==> src/sfcp_pkg.sv <==
`default_nettype none
package sfcp_pkg;

	localparam int FRAME_BYTES = 34;
	localparam int SYNC_COUNT  = 4;
	localparam int MAX_WORDS   = 64;

	localparam int BYTE_W  = 8;
	localparam int VALUE_W = 16;
	localparam int INDEX_W = 6;

	localparam int PAY_START = SYNC_COUNT + 3;
	localparam int CHECK_POS = FRAME_BYTES - 1;
	localparam int PAY_LEN   = (CHECK_POS > PAY_START) ? (CHECK_POS - PAY_START) : 0;
	localparam int NUM_WORDS = ((PAY_LEN / 2) > MAX_WORDS) ? MAX_WORDS : (PAY_LEN / 2);
	localparam bit HAS_WORDS = (NUM_WORDS > 0);
	localparam int MEM_BYTES = HAS_WORDS ? (2 * NUM_WORDS) : 2;
	localparam int ADDR_W    = $clog2(MEM_BYTES);
	localparam int POS_MAX   = (CHECK_POS > PAY_START) ? CHECK_POS : PAY_START;
	localparam int POS_W     = $clog2(POS_MAX + 1);
	localparam int LAST_IDX  = HAS_WORDS ? (NUM_WORDS - 1) : 0;

	typedef logic [POS_W-1:0]   pos_t;
	typedef logic [ADDR_W-1:0]  addr_t;
	typedef logic [BYTE_W-1:0]  byte_t;
	typedef logic [INDEX_W-1:0] index_t;

	localparam pos_t POS_SYNC  = pos_t'(SYNC_COUNT);
	localparam pos_t POS_DEV   = pos_t'(SYNC_COUNT + 1);
	localparam pos_t POS_MSG   = pos_t'(SYNC_COUNT + 2);
	localparam pos_t POS_PAY   = pos_t'(PAY_START);
	localparam pos_t POS_CHECK = pos_t'(CHECK_POS);
	localparam pos_t POS_MEM   = pos_t'(MEM_BYTES);

	localparam byte_t  FRAME_LEN_BYTE = byte_t'(FRAME_BYTES % 256);
	localparam index_t LAST_INDEX     = index_t'(LAST_IDX);

	localparam int CFG_IDX_W = 2;
	localparam logic [CFG_IDX_W-1:0] CFG_SYNC_VALUE = 2'd0;
	localparam logic [CFG_IDX_W-1:0] CFG_DEVICE_ID  = 2'd1;
	localparam logic [CFG_IDX_W-1:0] CFG_MESSAGE_ID = 2'd2;

	typedef struct packed {
		logic  we;
		addr_t waddr;
		byte_t wdata;
		logic  start;
	} wr_t;

endpackage
`default_nettype wire

==> src/sfcp_ifs.sv <==
`default_nettype none
interface sfcp_byte_if;
	logic                       valid;
	logic                       ready;
	logic [sfcp_pkg::BYTE_W-1:0] rx_byte;

	modport source (output valid, output rx_byte, input ready);
	modport sink (input valid, input rx_byte, output ready);
endinterface

interface sfcp_word_if;
	logic                               valid;
	logic                               ready;
	logic signed [sfcp_pkg::VALUE_W-1:0] word_value;
	logic [sfcp_pkg::INDEX_W-1:0]        word_index;
	logic                               last_word;

	modport source (output valid, output word_value, output word_index, output last_word,
		input ready);
	modport sink (input valid, input word_value, input word_index, input last_word,
		output ready);
endinterface
`default_nettype wire

==> src/sfcp_emitter.sv <==
`default_nettype none
module sfcp_emitter (
	input  wire                 clk,
	input  wire                 arst_n,
	input  sfcp_pkg::wr_t       wr,
	output logic                busy,
	sfcp_word_if.source         words
);

	typedef enum logic [3:0] {
		E_IDLE = 4'b0001,
		E_HI   = 4'b0010,
		E_LO   = 4'b0100,
		E_PUT  = 4'b1000
	} emit_state_t;

	emit_state_t state_q;
	sfcp_pkg::index_t k_q;
	sfcp_pkg::byte_t hi_q;
	sfcp_pkg::byte_t rdata_q;
	sfcp_pkg::byte_t mem [sfcp_pkg::MEM_BYTES];

	logic re;
	sfcp_pkg::addr_t raddr;
	logic out_free;
	logic out_valid_q;
	logic signed [sfcp_pkg::VALUE_W-1:0] out_value_q;
	sfcp_pkg::index_t out_index_q;
	logic out_last_q;
	logic is_last;

	assign busy     = (state_q != E_IDLE);
	assign out_free = !out_valid_q || words.ready;
	assign is_last  = (k_q == sfcp_pkg::LAST_INDEX);
	assign re       = (state_q == E_HI) || (state_q == E_LO);
	assign raddr    = sfcp_pkg::addr_t'({k_q, (state_q == E_LO)});

	always_ff @(posedge clk) begin
		if (wr.we) begin
			mem[wr.waddr] <= wr.wdata;
		end
		if (re) begin
			rdata_q <= mem[raddr];
		end
	end

	always_ff @(posedge clk or negedge arst_n) begin
		if (!arst_n) begin
			state_q <= E_IDLE;
			k_q     <= '0;
		end else begin
			case (state_q)
				E_IDLE: begin
					k_q <= '0;
					if (wr.start) begin
						state_q <= E_HI;
					end
				end
				E_HI: state_q <= E_LO;
				E_LO: state_q <= E_PUT;
				E_PUT: begin
					if (out_free) begin
						if (is_last) begin
							state_q <= E_IDLE;
						end else begin
							k_q     <= k_q + sfcp_pkg::index_t'(1);
							state_q <= E_HI;
						end
					end
				end
				default: state_q <= E_IDLE;
			endcase
		end
	end

	always_ff @(posedge clk) begin
		if (state_q == E_LO) begin
			hi_q <= rdata_q;
		end
		if (state_q == E_PUT && out_free) begin
			out_value_q <= $signed({hi_q, rdata_q});
			out_index_q <= k_q;
			out_last_q  <= is_last;
		end
	end

	always_ff @(posedge clk or negedge arst_n) begin
		if (!arst_n) begin
			out_valid_q <= 1'b0;
		end else if (state_q == E_PUT && out_free) begin
			out_valid_q <= 1'b1;
		end else if (words.ready) begin
			out_valid_q <= 1'b0;
		end
	end

	assign words.valid      = out_valid_q;
	assign words.word_value = out_value_q;
	assign words.word_index = out_index_q;
	assign words.last_word  = out_last_q;

endmodule
`default_nettype wire

==> src/sync_frame_checksum_parser.sv <==
// channel   dir  beat payload                              handshake
// rx        in   rx_byte[7:0]                              valid / ready
// words     out  word_value[15:0] s, word_index[5:0],      valid / ready
//                last_word
// cfg       in   cfg_index[1:0], cfg_data[7:0]             cfg_we, no wait
//
// one rx beat per cycle while no frame is being emitted
// a frame that passes its checksum byte holds rx off while its words are read
// from the payload ram one word at a time (one ram read port, hi then lo byte),
// 13 words at the default frame size, held off longer while words is stalled
// rx is taken again as soon as the last word sits in the output register
// arst_n resets the parser and the config registers; no ram clearing pass
`default_nettype none
module sync_frame_checksum_parser (
	input  wire                                 clk,
	input  wire                                 arst_n,
	input  wire                                 cfg_we,
	input  wire [sfcp_pkg::CFG_IDX_W-1:0]       cfg_index,
	input  wire [sfcp_pkg::BYTE_W-1:0]          cfg_data,
	sfcp_byte_if.sink                           rx,
	sfcp_word_if.source                         words
);

	typedef enum logic [3:0] {
		PH_SYNC    = 4'b0001,
		PH_HEADER  = 4'b0010,
		PH_PAYLOAD = 4'b0100,
		PH_CHECK   = 4'b1000
	} phase_t;

	phase_t phase_q, phase_d;
	sfcp_pkg::pos_t pos_q, pos_d, pos_inc, pay_off;
	sfcp_pkg::byte_t sum_q, sum_d, sum_inc;
	sfcp_pkg::byte_t sync_value_q, device_id_q, message_id_q;
	sfcp_pkg::wr_t wr;
	logic busy;
	logic fire;
	logic header_ok;
	sfcp_pkg::byte_t b;

	assign b        = rx.rx_byte;
	assign rx.ready = !busy;
	assign fire     = rx.valid && !busy;
	assign pos_inc  = pos_q + sfcp_pkg::pos_t'(1);
	assign sum_inc  = sum_q + b;
	assign pay_off  = pos_q - sfcp_pkg::POS_PAY;

	assign header_ok = (pos_q == sfcp_pkg::POS_SYNC && b == sfcp_pkg::FRAME_LEN_BYTE)
		|| (pos_q == sfcp_pkg::POS_DEV && b == device_id_q)
		|| (pos_q == sfcp_pkg::POS_MSG && b == message_id_q);

	always_ff @(posedge clk or negedge arst_n) begin
		if (!arst_n) begin
			sync_value_q <= 8'hff;
			device_id_q  <= '0;
			message_id_q <= '0;
		end else if (cfg_we) begin
			case (cfg_index)
				sfcp_pkg::CFG_SYNC_VALUE: sync_value_q <= cfg_data;
				sfcp_pkg::CFG_DEVICE_ID:  device_id_q  <= cfg_data;
				sfcp_pkg::CFG_MESSAGE_ID: message_id_q <= cfg_data;
				default: ;
			endcase
		end
	end

	always_comb begin
		phase_d   = phase_q;
		pos_d     = pos_q;
		sum_d     = sum_q;
		wr.we     = 1'b0;
		wr.waddr  = sfcp_pkg::addr_t'(pay_off);
		wr.wdata  = b;
		wr.start  = 1'b0;
		if (fire) begin
			case (phase_q)
				PH_SYNC: begin
					if (b == sync_value_q) begin
						pos_d = pos_inc;
						sum_d = sum_inc;
						if (pos_inc >= sfcp_pkg::POS_SYNC) begin
							phase_d = PH_HEADER;
						end
					end else begin
						phase_d = PH_SYNC;
						pos_d   = '0;
						sum_d   = '0;
					end
				end
				PH_HEADER: begin
					if (header_ok) begin
						pos_d = pos_inc;
						sum_d = sum_inc;
						if (pos_inc >= sfcp_pkg::POS_PAY) begin
							phase_d = (pos_inc >= sfcp_pkg::POS_CHECK) ? PH_CHECK : PH_PAYLOAD;
						end
					end else begin
						phase_d = PH_SYNC;
						pos_d   = '0;
						sum_d   = '0;
					end
				end
				PH_PAYLOAD: begin
					pos_d = pos_inc;
					sum_d = sum_inc;
					wr.we = (pay_off < sfcp_pkg::POS_MEM);
					if (pos_inc >= sfcp_pkg::POS_CHECK) begin
						phase_d = PH_CHECK;
					end
				end
				PH_CHECK: begin
					wr.start = sfcp_pkg::HAS_WORDS && (b == sum_q);
					phase_d  = PH_SYNC;
					pos_d    = '0;
					sum_d    = '0;
				end
				default: begin
					phase_d = PH_SYNC;
					pos_d   = '0;
					sum_d   = '0;
				end
			endcase
		end
	end

	always_ff @(posedge clk or negedge arst_n) begin
		if (!arst_n) begin
			phase_q <= PH_SYNC;
			pos_q   <= '0;
			sum_q   <= '0;
		end else begin
			phase_q <= phase_d;
			pos_q   <= pos_d;
			sum_q   <= sum_d;
		end
	end

	sfcp_emitter u_emitter (
		.clk    (clk),
		.arst_n (arst_n),
		.wr     (wr),
		.busy   (busy),
		.words  (words)
	);

endmodule
`default_nettype wire

==> src/flat_wrapper.sv <==
// flat-port wrapper written by rule: the top's interface ports become plain ports
module sync_frame_checksum_parser_flat 
  (clk, arst_n, cfg_we, cfg_index, cfg_data, rx_valid, rx_rx_byte, rx_ready, words_valid, words_word_value, words_word_index, words_last_word, words_ready);
  sfcp_byte_if rx_i ();
  sfcp_word_if words_i ();
  input  wire clk;
  input  wire arst_n;
  input  wire cfg_we;
  input  wire [sfcp_pkg::CFG_IDX_W-1:0] cfg_index;
  input  wire [sfcp_pkg::BYTE_W-1:0] cfg_data;
  input wire logic [$bits(rx_i.valid)-1:0] rx_valid;
  input wire logic [$bits(rx_i.rx_byte)-1:0] rx_rx_byte;
  output wire logic [$bits(rx_i.ready)-1:0] rx_ready;
  output wire logic [$bits(words_i.valid)-1:0] words_valid;
  output wire logic [$bits(words_i.word_value)-1:0] words_word_value;
  output wire logic [$bits(words_i.word_index)-1:0] words_word_index;
  output wire logic [$bits(words_i.last_word)-1:0] words_last_word;
  input wire logic [$bits(words_i.ready)-1:0] words_ready;
  assign rx_i.valid = rx_valid;
  assign rx_i.rx_byte = rx_rx_byte;
  assign rx_ready = rx_i.ready;
  assign words_valid = words_i.valid;
  assign words_word_value = words_i.word_value;
  assign words_word_index = words_i.word_index;
  assign words_last_word = words_i.last_word;
  assign words_i.ready = words_ready;
  sync_frame_checksum_parser u_core (.clk(clk), .arst_n(arst_n), .cfg_we(cfg_we), .cfg_index(cfg_index), .cfg_data(cfg_data), .rx(rx_i), .words(words_i));
endmodule
==> config.mk <==
export PLATFORM = sky130hd
export DESIGN_NAME = sync_frame_checksum_parser_flat
export DESIGN_NICKNAME = d
export VERILOG_FILES = /design/src/sfcp_pkg.sv /design/src/sfcp_ifs.sv /design/src/sfcp_emitter.sv /design/src/sync_frame_checksum_parser.sv /design/src/flat_wrapper.sv
export SDC_FILE = /design/constraint.sdc
export NUM_CORES = 1
export LEC_CHECK = 0
export BUFFER_PORTS_ARGS = -buffer_cell sky130_fd_sc_hd__buf_4
export CAP_MARGIN = 20
export CORE_MARGIN = 2
export CORE_UTILIZATION = 35
export CTS_BUF_LIST = sky130_fd_sc_hd__clkbuf_8 sky130_fd_sc_hd__clkbuf_16
export DETAILED_ROUTE_END_ITERATION = 10
export PLACE_DENSITY = 0.6
export SYNTH_ARGS = -nofsm -noshare
export SYNTH_HDL_FRONTEND = slang
export SYNTH_SLANG_ARGS = --single-unit
==> constraint.sdc <==
create_clock -name clk -period 7.6 [get_ports clk]
set_input_delay 0.38 -clock clk [delete_from_list [all_inputs] [get_ports clk]]
set_output_delay 0.38 -clock clk [all_outputs]
set_load 0.02 [all_outputs]
# Word level (Yosys, flattened, before mapping)
# Memory sizes are Yosys's and may differ from the RTL's. A register that Yosys moved wholly into a read port is not among the register bits.
# Index checks and enable logic that the tools add are counted.
[op_classes] n_shift=0 n_bitwise=0 n_eq_ne=26 muxes=28 n_lt_le_gt_ge=4 n_addsub=4 div=0 mul=0 reduce_logical=20
[ops] operator="== test 8 bit" count=4
[ops] operator="two-way mux 4 bit" count=8
[ops] operator="two-way mux 6 bit" count=4
[ops] operator="case mux 8 bit (3 select lines)" count=1
[ops] operator="== test 6 x 3 -> 1 bit, second input constant" count=3
[ops] operator="case mux 6 bit (3 select lines)" count=1
[ops] operator="two-way mux 8 bit" count=2
[ops] operator="case mux 4 bit (4 select lines)" count=1
[ops] operator="adder 6 x 1 -> 6 bit, second input constant" count=2
[ops] operator="greater-or-equal comparator 6 x 3 -> 1 bit, second input constant" count=2
[ops] operator="case mux 4 bit (3 select lines)" count=1
[ops] operator="case mux 6 bit (2 select lines)" count=1
[ops] operator="adder 8 bit" count=1
[ops] operator="== test 4 x 1 -> 1 bit, second input constant" count=2
[ops] operator="== test 4 x 2 -> 1 bit, second input constant" count=2
[ops] operator="== test 4 x 3 -> 1 bit, second input constant" count=2
[ops] operator="== test 4 bit, second input constant" count=2
[ops] operator="== test 8 x 6 -> 1 bit, second input constant" count=1
[ops] operator="two-way mux 1 bit" count=8
[ops] operator="AND reduction 2 bit" count=4
[ops] operator="== test 6 x 4 -> 1 bit, second input constant" count=1
[ops] operator="greater-or-equal comparator 6 bit, second input constant" count=1
[ops] operator="< comparator 6 x 5 -> 1 bit, second input constant" count=1
[ops] operator="inequality test 2 bit, second input constant" count=3
[ops] operator="14 further kinds" count=24
[word_totals] ram_bits=208 word_cells=96 n_memories=1 out_inout_bits=25 latch_bits=0 reg_bits=84 mem_bits_ro=0
[mem_list] memory="u_core.u_emitter.mem" depth=26 word_bits=8 read_ports=1 rd_ports_with_merged_regs=1 write_ports=1 line="sfcp_emitter.sv:21" rtl="sfcp_pkg::byte_t mem [sfcp_pkg::MEM_BYTES];"

# Depth between registers and ports, before layout
[logic_depth] ltp_word=6 mapped_depth=10 mapped_depth_nobuf=9

# Hierarchy
# Synthesis repeated with hierarchy kept, for this count alone.
[unflattened] hier_cells=918 hier_area_um2=12665.9
[by_module_without_submodules] module="sfcp_emitter" n_inst=1 cells_per_inst=661 area_per_inst_um2=9948.3
[by_module_without_submodules] module="sync_frame_checksum_parser" n_inst=1 cells_per_inst=257 area_per_inst_um2=2717.6

# Least setup slack after synthesis
# Ideal clock, no wire load.
[synth_path] path_type="reg-to-reg" start="register u_core.u_emitter.state_q[1]" end="register u_core.u_emitter.rdata_q[6] (read register of u_core.u_emitter.mem) (data pin)" setup_slack_ps=4797 path_stages_with_launch=9 setup_ps=260 arrival_time_ps=2543 period_less_slack_ps=2803 cell_sequence="dfrtp_1 -> or4b_1 -> buf_6 -> inv_6 -> buf_12 -> buf_12 -> mux4_2 -> mux4_2 -> mux2_2"
[synth_between] elab_chain_len=2 word_cells_on_any_way=3 cone_classes="2 x eq/ne; 1 x reduce/logical"
[synth_lines] element="start: declaration" line="sfcp_emitter.sv:17" rtl="emit_state_t state_q;"
[synth_lines] element="start signal: assignment" line="sfcp_emitter.sv:49" rtl="state_q <= E_IDLE;"
[synth_lines] element="start signal: assignment" line="sfcp_emitter.sv:56" rtl="state_q <= E_HI;"
[synth_lines] element="start signal: assignment" line="sfcp_emitter.sv:59" rtl="E_HI: state_q <= E_LO;"
[synth_lines] element="== test 4 x 2 -> 1 bit / == test 4 x 3 -> 1 bit (equally long branches)" line="sfcp_emitter.sv:35, sfcp_emitter.sv:36"
[synth_lines] element="logical OR 1 bit" line="sfcp_emitter.sv:35" rtl="assign re = (state_q == E_HI) || (state_q == E_LO);"
[synth_lines] element="end: declaration" line="sfcp_emitter.sv:20" rtl="sfcp_pkg::byte_t rdata_q;"
# Parallel ways exist; a longest one is shown, timed or not.
# A chain may end at the register's enable or synchronous reset.

# Worst setup path after layout
[layout_path] start="register u_core.u_emitter.state_q[1]" end="register u_core.u_emitter.rdata_q[5] (read register of u_core.u_emitter.mem) (data pin)"
# The elaborated chain is that of the path after synthesis.

==> flow_summary.ini <==
[clock_network]
cts_hold_buf = 1
cts_tree = done
ctsLongestPathBuffers = 3
ctsResizeCount = 0
clk_latency_ps = 570
cts_root_buffer = clkbuf_16
clock_sinks = 300
path_clk_slew_ps = 60
htree_levels = 1
postCtsSetupBuffers = 0
cts_buffers = 31

[timing]
tns_ps = 0
finalHoldViolations = 0
setup_viol = 0
fin_crit_sh = 0.477
grt_setup_unrepaired = false
worst_slew_pin_slew_ps = 1040
max_freq_mhz = 276
clock_skew_ps = 14.2
holdWs_ps = 65.2
final_max_slew_viol_count = 0
max_slew_margin = 0.305
fin_crit_ps = 3620

[placed_design]
dp_cells = 1206
place.gp.congestion = 0.752
dpl-instance-area_um2 = 13400
hpwl_um = 16200
io_buffers = 47

[finish]
nNetsFinal = 819
fin_cells = 1265
layout-drive-gt1-share = 0.260
utilization = 0.407
num_antenna_cells = 0
postLayoutCellArea_um2 = 14500
area_growth_pct = 14.6

[power_and_ir_drop]
powerDensity_nw_per_um2 = 252
power.leakage_nw = 4.81
ir_drop_mv = 0.170

[floorplan]
fp.dieW_um = 194
coreArea_um2 = 35600
die_y_um = 194
die-area_um2 = 37700
start_util = 0.355
row_count = 69
ioPinCount = 48

[yosys]
async_flop_share = 0.177
synth_seq_cells = 300
yosysSeqAreaShare = 0.693
synth.avg_cell_area_um2 = 17.4
synth_cell_types = 65
synth_nets = 767
synth_warnings = 0
synth_cells = 727
synth_flop_cell = edfxtp_1
synth_edf_count = 247
netlist_area_um2 = 12600

[setup_path]
cp_data_arrival_time_ps = 3940
rr_startpoint = u_core.u_emitter.state_q[1]
critPathRequiredTime_ps = 7920
worst-path-max-fanout = 65
r2r_slack_ps = 3980
r2r_end = u_core.u_emitter.rdata_q[5]
criticalPathCategory = reg2reg
end_kind = register
cp-start-kind = register
rr_worst_depth = 7

[routing]
detail-route-antenna-nets = 0
wl_um = 26300
drt-initial-drc-count = 501
dr.pass1.iters = 5
vias = 6578
post_drt_wl_per_cell_um = 20.8
drt_drc_violations_left = 0
vias_per_cell = 5.20

[grt]
grtUsageTotal = 0.140
antenna_found_initial = 0
grt_pass1_wl_um = 40700
grt_max_degree = 66
first_global_vias = 6771
grt_overflow_total = 0

[hold_path]
hp-class = in2reg
holdPathStages = 2
min_from = cfg_data[6]
hold_end = u_core.message_id_q[6]

[flow_run]
timing.max_cap.violations = 0

[status]
status = completed
-- layer usage --
| layer | part of all wire | track usage |
|---|---|---|
| met3 | 0.048 | 0.0237 |
| met1 | 0.46 | 0.193 |
| met2 | 0.47 | 0.232 |
| met5 | 0 | 0 |
| met4 | 0.019 | 0.0331 |
-- report_power, final --
part / leakage, nW / internal [mW] / switching (mW)
registers: 2.89 / 1.83 / 0.0357
clock network: 0.539 / 0.917 / 0.631
logic: 1.38 / 0.107 / 0.137
-- registers in the layout (all words and copies together) (netlist names) --
name / cells
u_core.u_emitter.mem: 208
u_core.sum_q: 8
u_core.sync_value_q: 8
u_core.u_emitter.words.word_index: 6
u_core.pos_q: 6
u_core.phase_q: 4
u_core.u_emitter.k_q: 6
u_core.u_emitter.words.valid: 1
u_core.u_emitter.words.word_value: 16
u_core.u_emitter.state_q: 4
u_core.u_emitter.rdata_q: 8
u_core.message_id_q: 8
u_core.device_id_q: 8
u_core.u_emitter.hi_q: 8
u_core.u_emitter.words.last_word: 1
-- stage by stage --
stage | power (mW) | setup slack, ps
6_report | 3.66 | 3980
5_1_grt | 3.79 | 3760
4_1_cts | 3.69 | 3920
3_5_place_dp | 2.14 | 3930
3_3_place_gp | 2.14 | 3960
2_1_floorplan | 2.05 | 4800
-- cell type report --
| cell class | instances | area (um^2) |
|---|---|---|
| Fill cell | 3238 | 21100 |
| Sequential cell | 300 | 8760 |
| Multi-Input combinational cell | 381 | 3650 |
| Clock buffer | 35 | 831 |
| Tap cell | 461 | 577 |
| Timing Repair Buffer | 53 | 400 |
| Clock inverter | 23 | 220 |
| Inverter | 12 | 50.0 |
-- placed cells by master (no fill, tap or decap), types with 3 or more instances in the layout --
cell type	netlist	routed
a31oi_1	11	11
nand4_1	7	7
xor2_1	13	13
a211oi_1	12	12
nor4_1	5	5
nor3_1	6	6
clkinv_2	0	7
and2_1	21	21
a21oi_1	7	7
mux4_2	49	49
nand2_1	39	39
o21a_1	4	4
mux4_1	7	7
nor2_1	33	33
nor2b_1	5	4
inv_1	11	16
and3_1	3	3
clkbuf_8	0	4
nor4b_1	7	6
buf_4	3	52
o21ai_0	12	12
xnor2_1	24	24
dfstp_2	10	10
clkinv_1	0	5
or3_1	3	3
dfrtp_1	43	42
clkbuf_16	0	31
edfxtp_1	247	247
bufinv_16	0	4
ha_1	16	16
nand3_1	11	11
a21o_1	3	3
a22o_1	7	7
mux2_2	32	32
-- kinds of logic after synthesis --
family	Yosys count	synth area share
flops	300	0.693
simple gates	159	0.0680
mux	90	0.132
compound gates	78	0.0453
buf+inv	46	0.0191
xor+xnor	37	0.0256
fa+ha+maj	17	0.0174
-- Yosys cell counts, drive strengths merged (2+ instances only) --
cell / instances / share of area
nand2: 39 / 0.012
mux2: 32 / 0.029
a211o: 2 / 0.0014
inv: 12 / 0.0040
nor2b: 5 / 0.0025
ha: 16 / 0.016
nand3b: 2 / 0.0012
nand2b: 2 / 0.00099
a31oi: 11 / 0.0054
nand4: 7 / 0.0035
xor2: 13 / 0.0090
mux4: 56 / 0.10
o21a: 4 / 0.0024
a21o: 3 / 0.0018
and3: 3 / 0.0015
dfstp: 10 / 0.021
a21bo: 2 / 0.0016
nor4b: 8 / 0.0060
edfxtp: 247 / 0.59
dfrtp: 43 / 0.085
a22o: 7 / 0.0048
o211ai: 2 / 0.0012
a211oi: 12 / 0.0071
buf: 13 / 0.0089
a21oi: 7 / 0.0028
xnor2: 24 / 0.017
o31ai: 2 / 0.0012
nor3b: 3 / 0.0022
nor2: 33 / 0.0098
and2: 22 / 0.011
mux2i: 2 / 0.0016
nand3: 11 / 0.0044
o21ai: 12 / 0.0048
and4: 2 / 0.0014
o22a: 2 / 0.0014
or3: 3 / 0.0015
nor3: 6 / 0.0024
nor4: 5 / 0.0025
o221a: 2 / 0.0018
or2: 2 / 0.00099
clkbuf: 21 / 0.0062
or4b: 4 / 0.0032
-- how the worst max path moves through the flow --
stage                                startpoint                          end  slack (ps)  cells after the start
floorplan           u_core.u_emitter.state_q[1]  u_core.u_emitter.rdata_q[6]        4800                      8
global placement    u_core.u_emitter.state_q[1]  u_core.u_emitter.rdata_q[5]        3960                      7
detailed placement  u_core.u_emitter.state_q[1]  u_core.u_emitter.rdata_q[5]        3930                      7
CTS                 u_core.u_emitter.state_q[1]  u_core.u_emitter.rdata_q[5]        3920                      7
global route        u_core.u_emitter.state_q[1]  u_core.u_emitter.rdata_q[1]        3760                      7
finish              u_core.u_emitter.state_q[1]  u_core.u_emitter.rdata_q[5]        3980                      7
-- worst max-delay path, stage by stage, from the launching register on --
cell      delay, ps
dfrtp_1         410
or4b_1          730
inv_6           660
mux4_2          580
and2_1          170
a211oi_1        340
a31oi_1         120
mux2_2          310
No activity file was read; power rests on OpenSTA's default activity.
